===== config.mk =====
export PLATFORM = sky130hd
export DESIGN_NAME = thermostat_hysteresis_control
export DESIGN_NICKNAME = d
export VERILOG_FILES = /design/src/rtl/thc_pkg.sv /design/src/rtl/thermostat_hysteresis_control.sv /design/src/rtl/thc_update.sv
export VERILOG_INCLUDE_DIRS = /design/src /design/src/rtl
export SDC_FILE = /design/constraint.sdc
export NUM_CORES = 1
export LEC_CHECK = 0
export BUFFER_PORTS_ARGS = -buffer_cell sky130_fd_sc_hd__buf_4
export CORE_ASPECT_RATIO = 0.5
export CORE_MARGIN = 2
export CORE_UTILIZATION = 55
export CTS_CLUSTER_DIAMETER = 100
export DETAILED_ROUTE_END_ITERATION = 16
export PLACE_DENSITY = 0.82
export SETUP_SLACK_MARGIN = 0.05
export SYNTH_ARGS = -nofsm -noshare
export SYNTH_HDL_FRONTEND = slang
export SYNTH_SLANG_ARGS = --single-unit

===== constraint.sdc =====
create_clock -name clk -period 11 [get_ports clk]
set_clock_uncertainty 0.1 [all_clocks]
set_input_delay 1.1 -clock clk [delete_from_list [all_inputs] [get_ports clk]]
set_output_delay 1.1 -clock clk [all_outputs]
set_load 0.05 [all_outputs]

===== src/rtl/thermostat_hysteresis_control_defines.svh =====
// Assertion macros for the thermostat control block.
`ifndef THERMOSTAT_HYSTERESIS_CONTROL_DEFINES_SVH
`define THERMOSTAT_HYSTERESIS_CONTROL_DEFINES_SVH

// Same-cycle implication, checked out of reset only.
`define THC_ASSERT_NOW(lbl, ante, cons) \
    lbl: assert property (@(posedge clk) disable iff (!rst_n) (ante) |-> (cons)) \
        else $error("thermostat control: same-cycle check failed");

// Next-cycle implication, checked out of reset only.
`define THC_ASSERT_NEXT(lbl, ante, cons) \
    lbl: assert property (@(posedge clk) disable iff (!rst_n) (ante) |=> (cons)) \
        else $error("thermostat control: next-cycle check failed");

`endif


===== src/rtl/thc_pkg.sv =====
package thc_pkg;

    // Configuration register indexes
    localparam int CfgIdxBits = 3;
    localparam logic [CfgIdxBits-1:0] CFG_HEAT_SP_MIN = 3'd0;
    localparam logic [CfgIdxBits-1:0] CFG_HEAT_SP_MAX = 3'd1;
    localparam logic [CfgIdxBits-1:0] CFG_COOL_SP_MIN = 3'd2;
    localparam logic [CfgIdxBits-1:0] CFG_COOL_SP_MAX = 3'd3;
    localparam logic [CfgIdxBits-1:0] CFG_HYST_MIN    = 3'd4;
    localparam logic [CfgIdxBits-1:0] CFG_HYST_MAX    = 3'd5;
    localparam logic [CfgIdxBits-1:0] CFG_TIMER_STEP  = 3'd6;
    localparam logic [CfgIdxBits-1:0] CFG_TIMER_LIMIT = 3'd7;

    localparam int HystBits = 8;
    localparam logic [HystBits-1:0] HYST_RESET = 8'd1;

    // Setpoint button bit positions
    localparam int BTN_RAISE = 0;
    localparam int BTN_LOWER = 1;

    typedef struct packed {
        logic       power_toggle;
        logic       hyst_valid;
        logic [1:0] setpoint_buttons;
        logic       heat_sp_valid;
        logic       cool_sp_valid;
        logic       hold_press;
        logic       timer_valid;
    } thc_events_t;

endpackage


===== src/rtl/thermostat_hysteresis_control.sv =====
// An accepted item is held in the input register, then updates the state and
// result registers once the result slot is free or being emptied.
// Throughput: one item per cycle while results are taken; one update stage.
// The result outputs are the state registers themselves, held until taken.
// Reset (rst_n low, asynchronous): power on, hysteresis 1, setpoints and hold
// timer zero, no demand, limits at their full range, timer step 1.
`include "thermostat_hysteresis_control_defines.svh"

module thermostat_hysteresis_control #(
    parameter int TEMP_BITS  = 12,
    parameter int TIMER_BITS = 16
) (
    input  logic                        clk,
    input  logic                        rst_n,
    input  logic                        cfg_we,
    input  logic [thc_pkg::CfgIdxBits-1:0] cfg_index,
    input  logic [((TEMP_BITS > TIMER_BITS) ? TEMP_BITS : TIMER_BITS)-1:0] cfg_data,
    input  logic                        in_valid,
    output logic                        in_ready,
    input  logic                        power_toggle,
    input  logic [TEMP_BITS-1:0]        temperature,
    input  logic                        hyst_valid,
    input  logic [thc_pkg::HystBits-1:0] hyst_value,
    input  logic [1:0]                  setpoint_buttons,
    input  logic                        heat_sp_valid,
    input  logic [TEMP_BITS-1:0]        heat_sp_value,
    input  logic                        cool_sp_valid,
    input  logic [TEMP_BITS-1:0]        cool_sp_value,
    input  logic                        hold_press,
    input  logic                        timer_valid,
    input  logic [TIMER_BITS-1:0]       timer_value,
    output logic                        out_valid,
    input  logic                        out_ready,
    output logic                        power_on,
    output logic                        heating,
    output logic                        cooling,
    output logic [TEMP_BITS-1:0]        heat_sp_now,
    output logic [TEMP_BITS-1:0]        cool_sp_now,
    output logic [TIMER_BITS-1:0]       hold_left
);
    import thc_pkg::*;

    // Configuration registers
    logic [TEMP_BITS-1:0]  heat_sp_min_reg;
    logic [TEMP_BITS-1:0]  heat_sp_max_reg;
    logic [TEMP_BITS-1:0]  cool_sp_min_reg;
    logic [TEMP_BITS-1:0]  cool_sp_max_reg;
    logic [HystBits-1:0]   hyst_min_reg;
    logic [HystBits-1:0]   hyst_max_reg;
    logic [TIMER_BITS-1:0] timer_step_reg;
    logic [TIMER_BITS-1:0] timer_limit_reg;

    // Input stage
    logic                  in_valid_reg;
    thc_events_t           ev_reg;
    thc_events_t           ev_in;
    logic [TEMP_BITS-1:0]  temperature_reg;
    logic [HystBits-1:0]   hyst_value_reg;
    logic [TEMP_BITS-1:0]  heat_sp_value_reg;
    logic [TEMP_BITS-1:0]  cool_sp_value_reg;
    logic [TIMER_BITS-1:0] timer_value_reg;

    // State, doubling as the result register
    logic                  out_valid_reg;
    logic                  power_reg;
    logic [HystBits-1:0]   hyst_reg;
    logic [TEMP_BITS-1:0]  heat_sp_reg;
    logic [TEMP_BITS-1:0]  cool_sp_reg;
    logic [TIMER_BITS-1:0] hold_reg;
    logic                  heat_act_reg;
    logic                  cool_act_reg;

    logic                  power_next;
    logic [HystBits-1:0]   hyst_next;
    logic [TEMP_BITS-1:0]  heat_sp_next;
    logic [TEMP_BITS-1:0]  cool_sp_next;
    logic [TIMER_BITS-1:0] hold_next;
    logic                  heat_act_next;
    logic                  cool_act_next;

    logic                  adv;
    logic                  in_fire;

    // Advance when the result slot is free or being emptied
    assign adv      = in_valid_reg && (!out_valid_reg || out_ready);
    assign in_ready = !in_valid_reg || adv;
    assign in_fire  = in_valid && in_ready;

    always_comb
    begin
        ev_in.power_toggle     = power_toggle;
        ev_in.hyst_valid       = hyst_valid;
        ev_in.setpoint_buttons = setpoint_buttons;
        ev_in.heat_sp_valid    = heat_sp_valid;
        ev_in.cool_sp_valid    = cool_sp_valid;
        ev_in.hold_press       = hold_press;
        ev_in.timer_valid      = timer_valid;
    end

    always_ff @(posedge clk or negedge rst_n)
    begin
        if (!rst_n)
        begin
            heat_sp_min_reg <= '0;
            heat_sp_max_reg <= '1;
            cool_sp_min_reg <= '0;
            cool_sp_max_reg <= '1;
            hyst_min_reg    <= '0;
            hyst_max_reg    <= '1;
            timer_step_reg  <= TIMER_BITS'(1);
            timer_limit_reg <= '1;
        end
        else if (cfg_we)
        begin
            unique case (cfg_index)
                CFG_HEAT_SP_MIN: heat_sp_min_reg <= cfg_data[TEMP_BITS-1:0];
                CFG_HEAT_SP_MAX: heat_sp_max_reg <= cfg_data[TEMP_BITS-1:0];
                CFG_COOL_SP_MIN: cool_sp_min_reg <= cfg_data[TEMP_BITS-1:0];
                CFG_COOL_SP_MAX: cool_sp_max_reg <= cfg_data[TEMP_BITS-1:0];
                CFG_HYST_MIN:    hyst_min_reg    <= cfg_data[HystBits-1:0];
                CFG_HYST_MAX:    hyst_max_reg    <= cfg_data[HystBits-1:0];
                CFG_TIMER_STEP:  timer_step_reg  <= cfg_data[TIMER_BITS-1:0];
                CFG_TIMER_LIMIT: timer_limit_reg <= cfg_data[TIMER_BITS-1:0];
                default:         ;
            endcase
        end
    end

    always_ff @(posedge clk or negedge rst_n)
    begin
        if (!rst_n)
            in_valid_reg <= 1'b0;
        else if (in_ready)
            in_valid_reg <= in_valid;
    end

    always_ff @(posedge clk)
    begin
        if (in_fire)
        begin
            ev_reg            <= ev_in;
            temperature_reg   <= temperature;
            hyst_value_reg    <= hyst_value;
            heat_sp_value_reg <= heat_sp_value;
            cool_sp_value_reg <= cool_sp_value;
            timer_value_reg   <= timer_value;
        end
    end

    thc_update #(
        .TEMP_BITS  (TEMP_BITS),
        .TIMER_BITS (TIMER_BITS)
    ) u_update (
        .ev            (ev_reg),
        .temperature   (temperature_reg),
        .hyst_value    (hyst_value_reg),
        .heat_sp_value (heat_sp_value_reg),
        .cool_sp_value (cool_sp_value_reg),
        .timer_value   (timer_value_reg),
        .heat_sp_min   (heat_sp_min_reg),
        .heat_sp_max   (heat_sp_max_reg),
        .cool_sp_min   (cool_sp_min_reg),
        .cool_sp_max   (cool_sp_max_reg),
        .hyst_min      (hyst_min_reg),
        .hyst_max      (hyst_max_reg),
        .timer_step    (timer_step_reg),
        .timer_limit   (timer_limit_reg),
        .power_cur     (power_reg),
        .hyst_cur      (hyst_reg),
        .heat_sp_cur   (heat_sp_reg),
        .cool_sp_cur   (cool_sp_reg),
        .hold_cur      (hold_reg),
        .heat_act_cur  (heat_act_reg),
        .cool_act_cur  (cool_act_reg),
        .power_next    (power_next),
        .hyst_next     (hyst_next),
        .heat_sp_next  (heat_sp_next),
        .cool_sp_next  (cool_sp_next),
        .hold_next     (hold_next),
        .heat_act_next (heat_act_next),
        .cool_act_next (cool_act_next)
    );

    always_ff @(posedge clk or negedge rst_n)
    begin
        if (!rst_n)
        begin
            out_valid_reg <= 1'b0;
            power_reg     <= 1'b1;
            hyst_reg      <= HYST_RESET;
            heat_sp_reg   <= '0;
            cool_sp_reg   <= '0;
            hold_reg      <= '0;
            heat_act_reg  <= 1'b0;
            cool_act_reg  <= 1'b0;
        end
        else
        begin
            if (adv)
            begin
                out_valid_reg <= 1'b1;
                power_reg     <= power_next;
                hyst_reg      <= hyst_next;
                heat_sp_reg   <= heat_sp_next;
                cool_sp_reg   <= cool_sp_next;
                hold_reg      <= hold_next;
                heat_act_reg  <= heat_act_next;
                cool_act_reg  <= cool_act_next;
            end
            else if (out_ready)
            begin
                out_valid_reg <= 1'b0;
            end
        end
    end

    assign out_valid   = out_valid_reg;
    assign power_on    = power_reg;
    assign heating     = heat_act_reg;
    assign cooling     = cool_act_reg;
    assign heat_sp_now = heat_sp_reg;
    assign cool_sp_now = cool_sp_reg;
    assign hold_left   = hold_reg;

    `THC_ASSERT_NOW(a_demand_exclusive, 1'b1, !(heating && cooling))
    `THC_ASSERT_NEXT(a_adv_gives_result, adv, out_valid)
    `THC_ASSERT_NEXT(a_stage_holds, in_valid_reg && !adv, in_valid_reg)
    `THC_ASSERT_NEXT(a_state_frozen, !adv, $stable(hold_left) && $stable(heat_sp_now) && $stable(power_on))

endmodule


===== src/rtl/thc_update.sv =====
module thc_update #(
    parameter int TEMP_BITS  = 12,
    parameter int TIMER_BITS = 16
) (
    input  thc_pkg::thc_events_t        ev,
    input  logic [TEMP_BITS-1:0]        temperature,
    input  logic [thc_pkg::HystBits-1:0] hyst_value,
    input  logic [TEMP_BITS-1:0]        heat_sp_value,
    input  logic [TEMP_BITS-1:0]        cool_sp_value,
    input  logic [TIMER_BITS-1:0]       timer_value,
    input  logic [TEMP_BITS-1:0]        heat_sp_min,
    input  logic [TEMP_BITS-1:0]        heat_sp_max,
    input  logic [TEMP_BITS-1:0]        cool_sp_min,
    input  logic [TEMP_BITS-1:0]        cool_sp_max,
    input  logic [thc_pkg::HystBits-1:0] hyst_min,
    input  logic [thc_pkg::HystBits-1:0] hyst_max,
    input  logic [TIMER_BITS-1:0]       timer_step,
    input  logic [TIMER_BITS-1:0]       timer_limit,
    input  logic                        power_cur,
    input  logic [thc_pkg::HystBits-1:0] hyst_cur,
    input  logic [TEMP_BITS-1:0]        heat_sp_cur,
    input  logic [TEMP_BITS-1:0]        cool_sp_cur,
    input  logic [TIMER_BITS-1:0]       hold_cur,
    input  logic                        heat_act_cur,
    input  logic                        cool_act_cur,
    output logic                        power_next,
    output logic [thc_pkg::HystBits-1:0] hyst_next,
    output logic [TEMP_BITS-1:0]        heat_sp_next,
    output logic [TEMP_BITS-1:0]        cool_sp_next,
    output logic [TIMER_BITS-1:0]       hold_next,
    output logic                        heat_act_next,
    output logic                        cool_act_next
);
    import thc_pkg::*;

    // Signed width covering setpoint plus or minus the band
    localparam int SW = TEMP_BITS + HystBits + 2;

    logic [HystBits-1:0]   hyst_up;
    logic [TIMER_BITS-1:0] hold_dec;
    logic [TIMER_BITS:0]   hold_sum;
    logic [TIMER_BITS-1:0] hold_press_val;
    logic signed [SW-1:0]  t_s;
    logic signed [SW-1:0]  heat_s;
    logic signed [SW-1:0]  cool_s;
    logic signed [SW-1:0]  h_s;

    // Upper clamp first, so inverted limits give the minimum
    function automatic logic [TEMP_BITS-1:0] sp_clamp(
        input logic [TEMP_BITS-1:0] v,
        input logic [TEMP_BITS-1:0] mn,
        input logic [TEMP_BITS-1:0] mx
    );
        logic [TEMP_BITS-1:0] up;
        up = (v < mx) ? v : mx;
        return (up > mn) ? up : mn;
    endfunction

    // Raise then lower, each clamped on one side; lowering at zero saturates
    function automatic logic [TEMP_BITS-1:0] sp_step(
        input logic [TEMP_BITS-1:0] sp,
        input logic [TEMP_BITS-1:0] mn,
        input logic [TEMP_BITS-1:0] mx,
        input logic                 raise,
        input logic                 lower
    );
        logic [TEMP_BITS:0]   inc;
        logic [TEMP_BITS-1:0] r;
        logic [TEMP_BITS-1:0] dec;
        logic [TEMP_BITS-1:0] l;
        inc = {1'b0, sp} + (TEMP_BITS+1)'(1);
        if (raise)
            r = (inc < {1'b0, mx}) ? inc[TEMP_BITS-1:0] : mx;
        else
            r = sp;
        dec = (r == '0) ? '0 : r - TEMP_BITS'(1);
        if (lower)
            l = (dec > mn) ? dec : mn;
        else
            l = r;
        return l;
    endfunction

    always_comb
    begin
        power_next = power_cur ^ ev.power_toggle;

        hyst_up = (hyst_value < hyst_max) ? hyst_value : hyst_max;
        if (ev.hyst_valid)
            hyst_next = (hyst_up > hyst_min) ? hyst_up : hyst_min;
        else
            hyst_next = hyst_cur;

        if (ev.heat_sp_valid)
            heat_sp_next = sp_clamp(heat_sp_value, heat_sp_min, heat_sp_max);
        else
            heat_sp_next = sp_step(heat_sp_cur, heat_sp_min, heat_sp_max,
                                   ev.setpoint_buttons[BTN_RAISE],
                                   ev.setpoint_buttons[BTN_LOWER]);
        if (ev.cool_sp_valid)
            cool_sp_next = sp_clamp(cool_sp_value, cool_sp_min, cool_sp_max);
        else
            cool_sp_next = sp_step(cool_sp_cur, cool_sp_min, cool_sp_max,
                                   ev.setpoint_buttons[BTN_RAISE],
                                   ev.setpoint_buttons[BTN_LOWER]);

        // Count down, saturating at zero
        hold_dec = (hold_cur > timer_step) ? hold_cur - timer_step : '0;
        hold_sum = {1'b0, hold_dec} + {1'b0, timer_step};
        if (hold_dec == timer_limit)
            hold_press_val = '0;
        else
            hold_press_val = (hold_sum < {1'b0, timer_limit}) ?
                             hold_sum[TIMER_BITS-1:0] : timer_limit;

        if (ev.timer_valid)
            hold_next = (timer_value < timer_limit) ? timer_value : timer_limit;
        else if (ev.hold_press)
            hold_next = hold_press_val;
        else
            hold_next = hold_dec;

        // Band edges compared signed so heat - h never wraps
        t_s    = $signed({{(SW-TEMP_BITS){1'b0}}, temperature});
        heat_s = $signed({{(SW-TEMP_BITS){1'b0}}, heat_sp_next});
        cool_s = $signed({{(SW-TEMP_BITS){1'b0}}, cool_sp_next});
        h_s    = $signed({{(SW-HystBits){1'b0}}, hyst_next});

        if ((t_s <= heat_s - h_s) || (heat_act_cur && (t_s <= heat_s + h_s)))
        begin
            heat_act_next = 1'b1;
            cool_act_next = 1'b0;
        end
        else if ((t_s >= cool_s + h_s) || (cool_act_cur && (t_s >= cool_s - h_s)))
        begin
            heat_act_next = 1'b0;
            cool_act_next = 1'b1;
        end
        else
        begin
            heat_act_next = 1'b0;
            cool_act_next = 1'b0;
        end
    end

endmodule

# Word level (Yosys, flattened, before mapping)
# Index checks and enable logic that the tools add are counted.
dict set report word_totals {
  ff_bits 217
  inputBits 92
}
dict set report classes {
  addsub 10
  order_cmp 17
  eq_ne 8
  mux 32
  bitwise_logic 1
  reduce_logical 22
}
# operator n
set ops {}
lappend ops {{$mux 12} 18}
lappend ops {{$mux 16} 6}
lappend ops {{$gt 12x12->1} 4}
lappend ops {{$ge 13x22->1} 2}
lappend ops {{$le 13x22->1} 2}
lappend ops {{$add 12x1->13 const B} 2}
lappend ops {{$add 12x8->13} 2}
lappend ops {{$lt 13x12->1} 2}
lappend ops {{$sub 12x8->13} 2}
lappend ops {{$logic_not 12->1} 2}
lappend ops {{$lt 12x12->1} 2}
lappend ops {{$mux 8} 3}
lappend ops {{$sub 12x1->12 const B} 2}
lappend ops {{$add 16x16->17} 1}
lappend ops {{$lt 17x16->1} 1}
lappend ops {{$eq 16x16->1} 1}
lappend ops {{$gt 16x16->1} 1}
lappend ops {{$lt 16x16->1} 1}
lappend ops {{$reduce_and 2->1} 8}
lappend ops {{$sub 16x16->16} 1}
lappend ops {{$eq 3x3->1 const B} 4}
lappend ops {{$gt 8x8->1} 1}
lappend ops {{$lt 8x8->1} 1}
lappend ops {{$eq 3x2->1 const B} 2}
lappend ops {{other kinds (8)} 19}

# Longest topological paths before layout
dict set report depth {
  depth_word 17
  ltp_mapped 51
  mapped_depth_nobuf 48
}

# By module
# A second synthesis with hierarchy kept.
dict set report hier_totals {
  cells_unflattened 2052
  area_unflattened_um2 19756.4
}
# module n_inst cells_per_inst area_per_inst_um2 seq_area_each_um2
set modules_own_cells {}
lappend modules_own_cells {thc_update 1 1657 11944.0 0.0}
lappend modules_own_cells {thermostat_hysteresis_control 1 395 7812.5 5834.3}

# Worst setup path before layout
# No wires, ideal clock.
dict set report synth_timing {
  kind {flip-flop to flip-flop}
  startpoint {register heat_sp_reg[0], in the netlist heat_sp_now[0]}
  endpoint {register cool_act_reg, in the netlist cooling}
  setup_ns 0.128
  t_arrival_ns 9.469
  required_ns 10.772
  setup_slack_ns 1.302
  path_stages_with_launch 50
  path_buffers 4
  period_less_slack_ns 9.698
  path_cell_list {dfrtp_1 > ha_1 > clkbuf_1 > nand3_1 > nor3_1 > xor2_1 > ha_1 > a21o_1 > a21oi_1 > o21ai_1 > o311ai_0 > nand3_1 > inv_1 > ha_1 > or4b_1 > buf_2 > nor4_4 > buf_2 > [14 not listed] > nor2_1 > nor2_1 > o21bai_1 > a21oi_1 > o21bai_1 > a21oi_1 > nor2_1 > o21ai_0 > xor2_1 > ha_1 > nand4_1 > a21oi_1 > o31a_1 > o21ai_0 > a21oi_1 > o32a_1 > a41oi_2 > o31ai_1}
}
dict set report synth_between {
  elab_chain_cells 16
}
# element line_no
set synth_rtl {}
lappend synth_rtl {{start: declaration} thermostat_hysteresis_control.sv:67} ;# logic [TEMP_BITS-1:0] heat_sp_reg;
lappend synth_rtl {{start signal: assignment} thermostat_hysteresis_control.sv:204} ;# heat_sp_reg <= heat_sp_next;
lappend synth_rtl {{$add 12x1->13} thc_update.sv:71} ;# inc = {1'b0, sp} + (TEMP_BITS+1)'(1);
lappend synth_rtl {{$lt 13x12->1} thc_update.sv:73} ;# r = (inc < {1'b0, mx}) ? inc[TEMP_BITS-1:0] : mx;
lappend synth_rtl {{$mux 12} thc_update.sv:73}
lappend synth_rtl {{$mux 12 (*)} thc_update.sv:72} ;# if (raise)
lappend synth_rtl {{$mux 12 (*)} thc_update.sv:94} ;# if (ev.heat_sp_valid)
lappend synth_rtl {{$sub 12x1->12 or $logic_not 12->1 (tied branches)} thc_update.sv:76} ;# dec = (r == '0) ? '0 : r - TEMP_BITS'(1);
lappend synth_rtl {{$mux 12} thc_update.sv:76}
lappend synth_rtl {{$gt 12x12->1} thc_update.sv:78} ;# l = (dec > mn) ? dec : mn;
lappend synth_rtl {{$mux 12} thc_update.sv:78}
lappend synth_rtl {{$mux 12 (*)} thc_update.sv:77} ;# if (lower)
lappend synth_rtl {{$mux 12 (*)} thc_update.sv:94}
lappend synth_rtl {{via heat_sp_next[1]} thermostat_hysteresis_control.sv:75} ;# logic [TEMP_BITS-1:0] heat_sp_next;
lappend synth_rtl {{$add 12x8->13} thc_update.sv:129} ;# if ((t_s <= heat_s - h_s) || (heat_act_cur && (t_s <= heat_s + h_s)))
lappend synth_rtl {{$le 13x22->1} thc_update.sv:129}
lappend synth_rtl {{$logic_and 1x1->1} thc_update.sv:129}
lappend synth_rtl {{$logic_or 1x1->1 (*)} thc_update.sv:129}
lappend synth_rtl {{$mux 1 (*)} thc_update.sv:129}
lappend synth_rtl {{end signal: assignment} thermostat_hysteresis_control.sv:208} ;# cool_act_reg <= cool_act_next;
lappend synth_rtl {{end: declaration} thermostat_hysteresis_control.sv:71} ;# logic cool_act_reg;
# The timed path passes the listed nets; every way through them passes the cells marked *. The select of a mux whose other input is x is not followed.
# A chain may end at the register's enable or synchronous reset.

# Worst setup path after layout
dict set report layout_timing {
  startpoint {register cool_sp_reg[1], in the netlist cool_sp_now[1]}
  endpoint {register cool_act_reg, in the netlist cooling}
}
dict set report layout_between {
  elab_chain_cells 17
}
# element line_no
set layout_rtl {}
lappend layout_rtl {{start: declaration} thermostat_hysteresis_control.sv:68} ;# logic [TEMP_BITS-1:0] cool_sp_reg;
lappend layout_rtl {{start signal: assignment} thermostat_hysteresis_control.sv:205} ;# cool_sp_reg <= cool_sp_next;
lappend layout_rtl {{$add 12x1->13} thc_update.sv:71}
lappend layout_rtl {{$lt 13x12->1} thc_update.sv:73}
lappend layout_rtl {{$mux 12} thc_update.sv:73}
lappend layout_rtl {{$mux 12 (*)} thc_update.sv:72}
lappend layout_rtl {{$mux 12 (*)} thc_update.sv:100} ;# if (ev.cool_sp_valid)
lappend layout_rtl {{$sub 12x1->12 or $logic_not 12->1 (tied branches)} thc_update.sv:76}
lappend layout_rtl {{$mux 12} thc_update.sv:76}
lappend layout_rtl {{$gt 12x12->1} thc_update.sv:78}
lappend layout_rtl {{[2 not listed]} -}
lappend layout_rtl {{$mux 12 (*)} thc_update.sv:100}
lappend layout_rtl {{via cool_sp_next[3]} thermostat_hysteresis_control.sv:76} ;# logic [TEMP_BITS-1:0] cool_sp_next;
lappend layout_rtl {{$sub 12x8->13} thc_update.sv:134} ;# else if ((t_s >= cool_s + h_s) || (cool_act_cur && (t_s >= cool_s - h_s)))
lappend layout_rtl {{$ge 13x22->1} thc_update.sv:134}
lappend layout_rtl {{$logic_and 1x1->1} thc_update.sv:134}
lappend layout_rtl {{$logic_or 1x1->1 (*)} thc_update.sv:134}
lappend layout_rtl {{$mux 1 (*)} thc_update.sv:134}
lappend layout_rtl {{$mux 1 (*)} thc_update.sv:129}
# Marks and branches as above.

==> run metrics <==
Die Y=approximately 140 um; Post-Layout Cell Count=~2,800; Post-CTS Hold Fix Bufs=0; clk slew on worst S/H paths=roughly 60 ps; Seq cells post-synth=217; first-pass GRT wire length=just over 90,000 um; Placer Congestion=around 0.97; Die Width=~270 um; Setup TNS Final=0 ps; placed cells=2,710; Root Driver=clkbuf_16; syn_nets=between 2,000 and 3,000; GRT busiest layer=met2; Mapped Area=just under 20,000 sq um; top cells by count, synth=ha_1 (253), nand2_1 (194), inv_1 (159), o21ai_0 (144), nor2_1 (125); Synth area leaders=ha_1 (16%), dfrtp_1 (12%), edfxtp_1 (10%); final core area utilization=0.629; Mapped Avg Cell Area=9.09 sq um; critical path class=flop to flop; min Tclk post-route=slightly above 10,000 ps; flop-to-flop setup slack=between 700 and 800 ps; Distinct cells, synth=97; unrepaired setup endpoints after global routing=false; grt met1 use=0.418; area of the multi-input gates=12,900 sq um; Diodes inserted=0; DR iter-0 viols=1,834; total global-route track usage=0.314; Yosys Warn Count=0; status=complete, no violations; register area share after synthesis=0.297; Fmax achieved=0.0974 GHz; crit path max fanout=14; Area Overhead vs Synth=11.6%; crit-path max cell delay=roughly 570 ps; slew margin rel.=0.255; number of top-level pins=about 140; measured slew at the worst slew-check pin=between 1000 and 1500 ps; fillcell total=2,943; Synth top area share=0.161; Crit path required time=~11,000 ps; WHS Endpoint=hyst_reg[3]; Bufs on Longest Clock Path=3; Final #Nets=approximately 2,600; final period utilization=0.934; TritonCTS clock tree=yes; clk sinks=~220; HP Start=hyst_reg[3]; H-tree depth=1; crit path DAT=10,600 ps; Port Buffer Count=between 100 and 150; R2R Path End=cooling; Routed Antenna Nets=0; number of CTS-inserted buffers=23; die area=~37,000 sq um; layout cells sized above 1=0.186; hold path depth=2; drt via density=~6.4; most frequent CP cell=o21ai_0; Main synth FF type=dfrtp_1; most frequent cell after synthesis=ha_1; Worst Setup End Kind=flop; Startpoint Class=flop; # rows=48; initial core utilization=0.564; WHS=between 300 and 400 ps; clk_lat worst skew=560 ps; total routed wirelength=between 50,000 and 60,000 um; routed via count=17,540; drt wl/cell=about 22 um; EDFF count, synth=approximately 70; 1st-pass router iterations=6; vias in the first global route=16,573; Seq. cell area=5840 sq um; Synth area leader=ha_1; r2r worst-path depth=40; max_cap viols=0; DR DRC count=0; initial antenna violation count=0; routing usage on met3=0.0601; GR Layer Usage met2=0.509; asr flop ratio synth=0.687; cells after synthesis=between 2,000 and 2,500; Slowest cell on crit path=dfrtp_1; largest net degree at the start of global routing=80; Worst R2R Start=cool_sp_now[1]; hpwl dp=44,800 um; # setup viols final=0; Core ar.=34,800 sq um; total gr overflow=0; Final Max Tran Viols=0; Final Hold Fails=0; min-delay worst type=flop to flop
-- worst max-delay path by stage --
stage,slack [ps],depth (start not counted),end,from
final,730,40,cooling,cool_sp_now[1]
after global routing,80,44,cooling,heat_sp_now[5]
after CTS,350,44,cooling,heat_sp_now[1]
after detailed placement,440,44,cooling,heat_sp_now[0]
after global placement,840,47,cooling,heat_sp_now[0]
after floorplan,1300,49,cooling,heat_sp_now[0]
-- repair_timing --
item	4_1_cts	5_1_grt
buffers inserted	0	0
resized for setup	0	13
setup endpoints to repair	0	2
-- cells by family (layout without fill, tap and decap cells) --
kind of cell | Yosys count | count (layout) | share of synthesized area
DFF | 217 | 217 | 0.297
xor gates and xnor gates | 95 | 95 | 0.0445
and+or+nand+nor | 610 | 610 | 0.153
muxes | 141 | 141 | 0.0785
adders and majority gates | 259 | 259 | 0.167
AOI/OAI and AO/OA | 594 | 594 | 0.210
buffers and inverters | 244 | 361 | 0.0492
-- through the flow --
step | worst slack (ps) | cell area, sq um
2_1_floorplan | 1300 | 19600
3_3_place_gp | 841 | 21100
4_1_cts | 352 | 21900
3_5_place_dp | 437 | 21100
5_1_grt | 84.1 | 21900
6_report | 731 | 21900
-- layout make-up --
| type | instances | area share |
|---|---|---|
| Sequential cell | 217 | 0.266 |
| Tap cell | 475 | 0.0271 |
| Timing Repair Buffer | 160 | 0.0550 |
| Clock buffer | 32 | 0.0316 |
| Inverter | 159 | 0.0272 |
| Clock inverter | 10 | 0.00405 |
| Multi-Input combinational cell | 1699 | 0.589 |
-- cells in the final DEF (no fill, tap or decap), types with 11 or more instances in the layout --
master and n:
buf_4 159, nand3_1 68, mux2_2 104, dfrtp_1 94, o21bai_1 15, and2_1 16, nor3_1 28, a21oi_1 121
clkbuf_16 25, o21ai_0 143, nor2_1 125, nor2b_1 19, inv_1 159, ha_1 252, edfxtp_1 68, xnor2_1 65
a21o_1 72, nor4_1 16, o21a_1 23, o211ai_1 14, a211oi_1 19, dfstp_2 51, or3_1 11, o221ai_1 13
nand2_1 194, xor2_1 27, o221a_2 15, a31oi_1 24, mux2i_1 37, o311ai_0 11, and3_1 15, nand4_1 34
nand2b_1 30
-- per-layer routing --
metal / wire, um / vias to the layer above
met5: 0 / -
met4: 2460 / 0
met3: 5300 / 149
met2: 26400 / 752
met1: 25800 / 8460
li1: - / 8179
-- worst max-delay path, delay by kind of cell (launching register included) --
| kind | cells | cell delay [ps] |
|---|---|---|
| compound gates | 20 | 4240 |
| xor+xnor | 2 | 440 |
| simple gates | 11 | 2830 |
| fa+ha+maj | 5 | 1620 |
| buf+inv | 2 | 330 |
| flops | 1 | 570 |
Power is left out: the tool's default activity adds up to more than one toggle a clock period on the data nets, which glitch-free logic cannot reach.
